<file path="config.mk">
export PLATFORM = sky130hd
export DESIGN_NAME = tlb_page_table_translator
export DESIGN_NICKNAME = d
export VERILOG_FILES = /design/src/design/tlbpt_pkg.sv /design/src/design/tlb_page_table_translator.sv /design/src/design/tlbpt_ram.sv /design/src/design/tlbpt_ctrl.sv /design/src/design/tlbpt_dp.sv
export SDC_FILE = /design/constraint.sdc
export NUM_CORES = 2
export LEC_CHECK = 0
export ABC_AREA = 0
export BUFFER_PORTS_ARGS = -buffer_cell sky130_fd_sc_hd__buf_2
export CAP_MARGIN = 10
export CORE_MARGIN = 4
export CORE_UTILIZATION = 50
export DETAILED_ROUTE_END_ITERATION = 10
export PLACE_DENSITY = 0.65
export REMOVE_ABC_BUFFERS = 1
export SLEW_MARGIN = 20
export SYNTH_ARGS = -nofsm -noshare
export SYNTH_HDL_FRONTEND = slang
export SYNTH_SLANG_ARGS = --single-unit
</file>
<file path="constraint.sdc">
create_clock -name aclk -period 10.66 [get_ports aclk]
set_input_delay 0 -clock aclk [delete_from_list [all_inputs] [get_ports aclk]]
set_output_delay 0 -clock aclk [all_outputs]
set_load 0.01 [all_outputs]
</file>
<file path="src/design/tlbpt_pkg.sv">
// ----------------------------------------------------------------------------
// tlbpt_pkg
// shared types and constants of the tlb and page table address translator
// ----------------------------------------------------------------------------
package tlbpt_pkg;

    // address layout: page in bits 15:8, offset in bits 7:0
    localparam int ADDR_BITS   = 16;
    localparam int OFFSET_BITS = 8;
    localparam int PAGE_BITS   = 8;
    localparam int FRAME_BITS  = 8;

    localparam int PAGE_COUNT  = 1 << PAGE_BITS;
    localparam int FRAME_COUNT = 1 << FRAME_BITS;
    localparam int PAGE_BYTES  = 1 << OFFSET_BITS;

    // default number of tlb slots
    localparam int TLB_DEPTH_DEF = 16;

    typedef enum logic [0:0] {
        ST_IDLE,
        ST_LOOKUP
    } state_t;

    // commands from the controller to the datapath
    typedef struct packed {
        logic capture;  // latch the address and start the page table read
        logic commit;   // resolve the lookup, update state, load the result
    } cmd_t;

endpackage

</file>
<file path="src/design/tlb_page_table_translator.sv">
// ----------------------------------------------------------------------------
// tlb_page_table_translator
// logical to physical address translation through a tlb and a demand-paged
// page table with a wrapping free-frame allocator
// ----------------------------------------------------------------------------
//
//  channel | ports                         | direction | per transfer
//  --------+-------------------------------+-----------+---------------------
//  s_      | s_valid s_ready               | in        | logical address
//          | s_logical_address             |           |
//  m_      | m_valid m_ready               | out       | physical address,
//          | m_phys_addr m_tlb_hit         |           | tlb hit, page fault
//          | m_page_fault                  |           |
//
//  each address: accept starts the page table ram read; lookup runs the tlb
//  compare on the latched address, resolves and updates state
//  next address accepted the cycle after the result is loaded, even while
//  that result still waits on m_ready
//  a full result register holds the lookup cycle until m_ready
//  synchronous active-low reset clears tlb and page valid bits and the
//  free-frame counter at once; no clearing pass
//
module tlb_page_table_translator #(
    parameter int TLB_DEPTH = tlbpt_pkg::TLB_DEPTH_DEF
) (
    input  logic                            aclk,
    input  logic                            aresetn,

    // input transfer
    input  logic                            s_valid,
    output logic                            s_ready,
    input  logic [tlbpt_pkg::ADDR_BITS-1:0] s_logical_address,

    // result transfer
    output logic                            m_valid,
    input  logic                            m_ready,
    output logic [tlbpt_pkg::ADDR_BITS-1:0] m_phys_addr,
    output logic                            m_tlb_hit,
    output logic                            m_page_fault
);

    import tlbpt_pkg::*;

    // command bundle from sequencer to datapath
    cmd_t cmd;

    // sequencer: accept, then lookup/commit
    tlbpt_ctrl u_ctrl (
        .aclk    (aclk),
        .aresetn (aresetn),
        .s_valid (s_valid),
        .s_ready (s_ready),
        .m_valid (m_valid),
        .m_ready (m_ready),
        .cmd     (cmd)
    );

    // tlb, page table, allocator and result register
    tlbpt_dp #(
        .TLB_DEPTH (TLB_DEPTH)
    ) u_dp (
        .aclk              (aclk),
        .aresetn           (aresetn),
        .cmd               (cmd),
        .s_logical_address (s_logical_address),
        .m_phys_addr       (m_phys_addr),
        .m_tlb_hit         (m_tlb_hit),
        .m_page_fault      (m_page_fault)
    );

endmodule

</file>
<file path="src/design/tlbpt_ram.sv">
// ----------------------------------------------------------------------------
// tlbpt_ram
// generic single write port ram with one registered read port
// ----------------------------------------------------------------------------
module tlbpt_ram #(
    parameter int WIDTH = 8,
    parameter int DEPTH = 256
) (
    input  logic                     aclk,
    input  logic                     wr_en,
    input  logic [$clog2(DEPTH)-1:0] wr_addr,
    input  logic [WIDTH-1:0]         wr_data,
    input  logic                     rd_en,
    input  logic [$clog2(DEPTH)-1:0] rd_addr,
    output logic [WIDTH-1:0]         rd_data
);

    logic [WIDTH-1:0] mem_reg [DEPTH];
    logic [WIDTH-1:0] rd_data_reg;

    always_ff @(posedge aclk) begin
        if (wr_en) begin
            mem_reg[wr_addr] <= wr_data;
        end
        if (rd_en) begin
            rd_data_reg <= mem_reg[rd_addr];
        end
    end

    assign rd_data = rd_data_reg;

endmodule

</file>
<file path="src/design/tlbpt_ctrl.sv">
// ----------------------------------------------------------------------------
// tlbpt_ctrl
// controller: two-state sequencer and result valid flag
// ----------------------------------------------------------------------------
module tlbpt_ctrl (
    input  logic            aclk,
    input  logic            aresetn,
    input  logic            s_valid,
    output logic            s_ready,
    output logic            m_valid,
    input  logic            m_ready,
    output tlbpt_pkg::cmd_t cmd
);

    import tlbpt_pkg::*;

    state_t state_reg;
    state_t state_next;
    logic   m_valid_reg;
    logic   m_valid_next;

    always_ff @(posedge aclk) begin
        if (!aresetn) begin
            state_reg   <= ST_IDLE;
            m_valid_reg <= 1'b0;
        end else begin
            state_reg   <= state_next;
            m_valid_reg <= m_valid_next;
        end
    end

    always_comb begin
        state_next = state_reg;
        cmd        = '0;
        s_ready    = 1'b0;
        case (state_reg)
            ST_IDLE: begin
                s_ready = 1'b1;
                if (s_valid) begin
                    cmd.capture = 1'b1;
                    state_next  = ST_LOOKUP;
                end
            end
            ST_LOOKUP: begin
                // result register must be free or emptying this cycle
                if (!m_valid_reg || m_ready) begin
                    cmd.commit = 1'b1;
                    state_next = ST_IDLE;
                end
            end
            default: begin
                state_next = ST_IDLE;
            end
        endcase
    end

    always_comb begin
        if (cmd.commit) begin
            m_valid_next = 1'b1;
        end else if (m_ready) begin
            m_valid_next = 1'b0;
        end else begin
            m_valid_next = m_valid_reg;
        end
    end

    assign m_valid = m_valid_reg;

endmodule

</file>
<file path="src/design/tlbpt_dp.sv">
// ----------------------------------------------------------------------------
// tlbpt_dp
// datapath: tlb slots with parallel compare, page table, frame allocator,
// result register
// ----------------------------------------------------------------------------
module tlbpt_dp #(
    parameter int TLB_DEPTH = tlbpt_pkg::TLB_DEPTH_DEF
) (
    input  logic                           aclk,
    input  logic                           aresetn,
    input  tlbpt_pkg::cmd_t                cmd,
    input  logic [tlbpt_pkg::ADDR_BITS-1:0] s_logical_address,
    output logic [tlbpt_pkg::ADDR_BITS-1:0] m_phys_addr,
    output logic                           m_tlb_hit,
    output logic                           m_page_fault
);

    import tlbpt_pkg::*;

    localparam int TIDX_W = $clog2(TLB_DEPTH);

    logic [ADDR_BITS-1:0]   addr_reg;
    logic [PAGE_BITS-1:0]   page;
    logic [OFFSET_BITS-1:0] offset;

    logic [PAGE_BITS-1:0]   tlb_page_reg  [TLB_DEPTH];
    logic [FRAME_BITS-1:0]  tlb_frame_reg [TLB_DEPTH];
    logic [TLB_DEPTH-1:0]   tlb_valid_reg;

    logic [PAGE_COUNT-1:0]  page_valid_reg;
    logic [FRAME_BITS-1:0]  next_free_reg;
    logic [FRAME_BITS-1:0]  pt_frame;

    logic [TLB_DEPTH-1:0]   match;
    logic                   tlb_hit;
    logic [FRAME_BITS-1:0]  hit_frame;
    logic                   free_found;
    logic [TIDX_W-1:0]      free_idx;
    logic                   pt_hit;
    logic                   tlb_fill;
    logic                   fault;
    logic [FRAME_BITS-1:0]  frame;

    logic [ADDR_BITS-1:0]   phys_reg;
    logic                   tlb_hit_reg;
    logic                   fault_reg;

    always_ff @(posedge aclk) begin
        if (cmd.capture) begin
            addr_reg <= s_logical_address;
        end
    end

    assign page   = addr_reg[OFFSET_BITS +: PAGE_BITS];
    assign offset = addr_reg[OFFSET_BITS-1:0];

    // page table frames, read at accept time, written on a fault
    tlbpt_ram #(
        .WIDTH (FRAME_BITS),
        .DEPTH (PAGE_COUNT)
    ) u_page_ram (
        .aclk    (aclk),
        .wr_en   (fault),
        .wr_addr (page),
        .wr_data (next_free_reg),
        .rd_en   (cmd.capture),
        .rd_addr (s_logical_address[OFFSET_BITS +: PAGE_BITS]),
        .rd_data (pt_frame)
    );

    // parallel compare, lowest matching slot wins
    always_comb begin
        hit_frame = '0;
        for (int i = TLB_DEPTH - 1; i >= 0; i--) begin
            match[i] = tlb_valid_reg[i] && (tlb_page_reg[i] == page);
            if (match[i]) begin
                hit_frame = tlb_frame_reg[i];
            end
        end
    end

    assign tlb_hit = |match;

    // first empty slot
    always_comb begin
        free_found = 1'b0;
        free_idx   = '0;
        for (int i = TLB_DEPTH - 1; i >= 0; i--) begin
            if (!tlb_valid_reg[i]) begin
                free_found = 1'b1;
                free_idx   = TIDX_W'(i);
            end
        end
    end

    assign pt_hit   = page_valid_reg[page];
    assign tlb_fill = cmd.commit && !tlb_hit && pt_hit;
    assign fault    = cmd.commit && !tlb_hit && !pt_hit;

    always_comb begin
        if (tlb_hit) begin
            frame = hit_frame;
        end else if (pt_hit) begin
            frame = pt_frame;
        end else begin
            frame = next_free_reg;
        end
    end

    // tlb payload
    always_ff @(posedge aclk) begin
        if (tlb_fill) begin
            if (free_found) begin
                for (int i = 0; i < TLB_DEPTH; i++) begin
                    if (free_idx == TIDX_W'(i)) begin
                        tlb_page_reg[i]  <= page;
                        tlb_frame_reg[i] <= pt_frame;
                    end
                end
            end else begin
                for (int i = TLB_DEPTH - 1; i > 0; i--) begin
                    tlb_page_reg[i]  <= tlb_page_reg[i-1];
                    tlb_frame_reg[i] <= tlb_frame_reg[i-1];
                end
                tlb_page_reg[0]  <= page;
                tlb_frame_reg[0] <= pt_frame;
            end
        end
    end

    // tlb valid bits
    always_ff @(posedge aclk) begin
        if (!aresetn) begin
            tlb_valid_reg <= '0;
        end else if (tlb_fill) begin
            if (free_found) begin
                for (int i = 0; i < TLB_DEPTH; i++) begin
                    if (free_idx == TIDX_W'(i)) begin
                        tlb_valid_reg[i] <= 1'b1;
                    end
                end
            end else begin
                tlb_valid_reg <= {tlb_valid_reg[TLB_DEPTH-2:0], 1'b1};
            end
        end
    end

    // page valid bits and frame allocator
    always_ff @(posedge aclk) begin
        if (!aresetn) begin
            page_valid_reg <= '0;
            next_free_reg  <= '0;
        end else if (fault) begin
            page_valid_reg[page] <= 1'b1;
            next_free_reg        <= next_free_reg + 1'b1;
        end
    end

    // result register
    always_ff @(posedge aclk) begin
        if (cmd.commit) begin
            phys_reg    <= {frame, offset};
            tlb_hit_reg <= tlb_hit;
            fault_reg   <= !tlb_hit && !pt_hit;
        end
    end

    assign m_phys_addr  = phys_reg;
    assign m_tlb_hit    = tlb_hit_reg;
    assign m_page_fault = fault_reg;

endmodule

</file>
; ---- After elaboration in Yosys (flattened, before gate mapping)
; Memories as Yosys holds them, arrays and structs flattened. A register that Yosys moved wholly into a read port is not among the register bits.
; Cells that the tools add are included.
; Widths: inputs -> output; s select.
[word_totals]
regBits = 316
mem_bits_rw = 2304
input_bits = 20
output_inout_bits = 20
word_cells = 336
mem_count = 3
[mem_list]
columns = memory, depth, word_bits, read_ports, rd_clocked_by_memory_dff, write_ports, line
row1 = u_dp.u_page_ram.mem_reg, 256, 8, 1, 1, 1, tlbpt_ram.sv:18  ; logic [WIDTH-1:0] mem_reg [DEPTH];
row2 = u_dp.tlb_frame_reg, 16, 8, 16, 0, 16, tlbpt_dp.sv:27  ; logic [FRAME_BITS-1:0] tlb_frame_reg [TLB_DEPTH];
row3 = u_dp.tlb_page_reg, 16, 8, 16, 0, 16, tlbpt_dp.sv:26  ; logic [PAGE_BITS-1:0] tlb_page_reg [TLB_DEPTH];
[op_classes]
add_sub_neg = 1
magnitude_cmp = 2
eq_ne = 47
n_mux = 181
n_bitwise = 34
reduce_logical = 44
[ops]
columns = cell, count
row1 = $mux 8, 50
row2 = $or 256x256->256, 1
row3 = $eq 8x8->1, 16
row4 = $mux 1, 111
row5 = $mux 4, 16
row6 = $eq 4x4->1 const B, 8
row7 = $ne 2x2->1 const B, 16
row8 = $or 1x1->1, 32
row9 = $reduce_and 2->1, 16
row10 = $logic_and 1x1->1, 21
row11 = $eq 4x3->1 const B, 4
row12 = $mux 16, 1
row13 = $reduce_or 16->1, 1
row14 = $lt 8x9->1 const B, 1
row15 = $add 8x1->8 const B, 1
row16 = $bmux 1 s8, 1
row17 = $demux 1 s8, 1
row18 = $eq 4x2->1 const B, 2
row19 = $ge 8x1->1 const B, 1
row20 = $eq 4x1->1 const B, 1
row21 = $logic_not 4->1, 1
row22 = $logic_not 1->1, 3
row23 = $pmux 1 s2, 1
row24 = $reduce_bool 2->1, 1
row25 = other kinds (2), 2

; ---- Longest topological paths before layout
[logic_depth]
word_depth = 22
mapped_depth = 16
depth_no_buf = 9

; ---- Modules after synthesis
; A second synthesis with hierarchy kept.
[hier_totals]
hier_cells = 6188
area_unflattened_um2 = 105406.1
[modules_own_cells]
columns = module, instances, cells_each, area_each_um2, seq_area_each_um2
row1 = tlbpt_ram, 1, 3733, 79636.4, 61739.2
row2 = tlbpt_dp, 1, 2445, 25659.6, 14313.7
row3 = tlbpt_ctrl, 1, 10, 110.1, 40.0

; ---- Worst setup path after synthesis
; No wires, ideal clock.
[synth_path]
path_kind = flip-flop to flip-flop
from = register u_dp.next_free_reg[0]
to = register u_dp.next_free_reg[4]
setup_time_ns = 0.084
arrival_ns = 4.740
required_ns = 10.576
setup_slack_ns = 5.836
path_stages_with_launch = 5
path_buffers = 0
period_less_slack_ns = 4.824
cell_sequence = dfxtp_1 ha_1 nor4b_1 and3_1 mux2i_1
[synth_between]
elab_chain_cells = 1
[synth_rtl]
columns = item, line
row1 = start: declaration, tlbpt_dp.sv:31  ; logic [FRAME_BITS-1:0] next_free_reg;
row2 = start signal: assignment, tlbpt_dp.sv:155  ; next_free_reg <= next_free_reg + 1'b1;
row3 = $add 8x1->8, tlbpt_dp.sv:155
; Every way passes these cells.
; A chain may end at the register's enable or synchronous reset.

==> results.yml <==
logic_synthesis:
  synth.top_cells.by_area: "edfxtp_1 67%, mux4_2 15%, dfxtp_1 5.4%"
  synth_top_family_by_area: "multiplexers"
  netlist_instances: 5613
  synth-edff-count: 2346
  yosysMostFrequentCell: "edfxtp_1"
  netlist-cell-type-count: 65
  ys_ff_latch: 2628
  synth_compound_area_share_pct: 3.85
  synthFlopType: "edfxtp_1"
  synth_warnings: 0
  yosys.area_share.simple_pct: 3.54
  syn-mean-instance-area_um2: 18.7
  synthTopCellsByCount: "2,346 x edfxtp_1, 700 x mux4_2, 365 x nand2_1"
  synth_fa_ha_area_share_pct: 0.0119
  ys_seq_area_share_pct: 72.4
  ys_async_sr_fraction_pct: 0
  yosysTopAreaCell: "edfxtp_1"
  synth_top_area_share_pct: 67.0
  muxShareOfSynthArea_pct: 17.2
  synth_area_um2: 105000
  yosys.area_share.xor_xnor_pct: 1.08
layout:
  drive_gt1_share_pct: 22.4
  largest_reg_flops: 2048
  final_util_pct: 56.1
  nNetsFinal: 5685
  area_growth_pct: 11.6
  instances_no_fill: 8679
global_route:
  use_met1_pct: 32.9
  antenna_found_initial: 9
  track_usage_pct: 22.8
  grt_pass1_vias: 53467
  grtUsageMet3_pct: 3.71
  grtUsageMet2_pct: 36.1
  grt_pass1_wl_um: 367000
  grt_max_degree: 200
  grt.busiest_layer: "met2"
  overflow: 0
place:
  dp_hpwl_um: 145000
  gp_congestion: 0.826
  portBuffers: 39
  dp.cells: 8149
routing:
  avgRoutedWirePerCell_um: 28.6
  vias: 53875
  dr.pass1.iters: 6
  dr.first_iter.drc_count: 5952
  antenna_left: 0
  totalWireLength_um: 248000
  avgViaCountPerCell: 6.21
  drt_drc_violations_left: 0
worst_setup_path:
  worstPathArrival_ns: 6.90
  crit_type: "reg2reg"
  worstPathRequired_ns: 11.28
  cp-end-kind: "flip-flop"
  rr_startpoint: "u_dp.addr_reg[11]"
  max_stage_delay_ns: 0.83
  crit_chain: "buf_4, xor2_1, nor3_1, nand4_1, and4_1, nand3_1, or3b_1, buf_4, nor4_4, buf_4, o211a_4, buf_12, buf_4, mux2_1"
  cp-startpoint: "u_dp.addr_reg[11]"
  critical_path.startpoint_type: "flip-flop"
  crit_top_cell: "buf_4"
  slowest_stage: "edfxtp_1"
  cp_max_fo: 85
cts:
  cts.path.max_buffers: 4
  cts_root_buf: "clkbuf_16"
  cts_made_buffers: 287
  clock_sinks: 2628
  htree_levels: 5
  cts_tree: "yes"
  post_cts_resized: 0
  clkLatencyLatePin_ns: 0.92
  clkTransAtPathRegs_ns: 0.06
min_path:
  worstHoldStart: "s_logical_address[13]"
  worstHoldPathType: "in2reg"
die:
  die_area_um2: 218000
  core_um2: 209000
  row_count: 168
  start_util_pct: 50.2
  die_h_um: 467
  io_pins: 40
  chipWidth_um: 467
sta:
  relSlewSlack_pct: 19.1
  rsz0062_at_grt: "no"
  min_period_ns: 6.28
  fin_setup_tns_ns: 0
  clock_skew_ns: 0.0492
  clock.fmax_mhz: 159
  slew_violations: 0
  hold_viol: 0
  setup_violations: 0
  fin_crit_sh_pct: 58.9
  whs_ns: 0.122
  tightest_slew_ns: 1.21
power_and_ir_drop:
  peakVddDrop_mv: 0.185
  power.total_mw: 21.3
  p_leak_nw: 39.6
  power_density_nw_per_um2: 182
run_status:
  outcome: "completed"
run:
  drv_cap: 0
[routing by layer]
layer	wire, um	vias to the layer above
li1	-	22791
met1	103000	28586
met2	120000	2072
met3	17900	424
met4	7160	2
met5	13	-
[kinds of logic (layout without fill, tap and decap cells)]
group           count (synthesis)  in the layout
buf+inv                       445            699
xor+xnor                      130            130
other cells                     0              7
compound gates                614            614
mux                           919            919
flops                        2628           2628
simple gates                  876            876
fa+ha+maj                       1              1
[area by class of cell]
| class | count | area, um^2 |
|---|---|---|
| antenna | 7 | 17.5 |
| clock buffer | 364 | 7760 |
| clock inverter | 128 | 1190 |
| fill | 15755 | 92000 |
| inverter | 28 | 105 |
| multi-input combinational | 2540 | 27100 |
| sequential | 2628 | 76100 |
| tap | 2805 | 3510 |
| timing repair buffer | 179 | 1580 |
[worst paths after layout]
check | to | slack [ns] | cells after the start
setup / recovery | u_dp.tlb_page_reg[0][10] | 4.38 | 14
hold / removal | u_dp.addr_reg[13] | 0.12 | 2
setup reg to reg | u_dp.tlb_page_reg[0][10] | 4.38 | 14
hold reg to reg | u_dp.m_phys_addr[6] | 0.42 | 0
[per-stage QoR]
step	cell area, um^2	setup slack [ns]
6_report	117000	4.38
5_1_grt	117000	4.07
4_1_cts	117000	4.25
3_5_place_dp	108000	4.28
3_3_place_gp	108000	4.30
2_1_floorplan	103000	-1.21
[placed cells by master, fill, tap and decap left out, types with 60 or more instances in the layout]
cell / Yosys / routed
dfxtp_1: 282 / 274
mux2i_1: 89 / 89
nand2_1: 365 / 365
xnor2_1: 102 / 102
buf_4: 32 / 94
nor2_1: 307 / 307
clkbuf_16: 0 / 297
o21ai_0: 303 / 291
a32o_1: 122 / 122
mux2_1: 88 / 88
edfxtp_1: 2346 / 2346
nand3_1: 64 / 60
mux4_2: 700 / 700
[worst max-delay path, delay by kind of cell (launching register included)]
kind | cells | cell delay [ns]
buffers and inverters | 5 | 2.19
AND/OR/NAND/NOR | 6 | 1.64
flip-flops | 1 | 0.83
AO/OA/AOI/OAI | 1 | 0.61
multiplexers | 1 | 0.38
XOR/XNOR | 1 | 0.19
[power by group]
| part | total [mW] | switching [mW] | leakage, nW | internal, mW |
|---|---|---|---|---|
| Sequential | 11.1 | 0.0252 | 26.7 | 11.1 |
| Combinational | 0.626 | 0.400 | 8.61 | 0.226 |
| Clock | 9.55 | 3.90 | 4.35 | 5.65 |
| Total | 21.3 | 4.33 | 39.6 | 17.0 |
[repair_timing]
| item | 4_1_cts | 5_1_grt |
|---|---|---|
| hold buffers | 28 | 0 |
| endpoints found under the hold margin | 91 | 0 |
| setup endpoints to repair | 0 | 0 |
| setup buffers | 0 | 0 |
(Power assumes the default switching activity.)
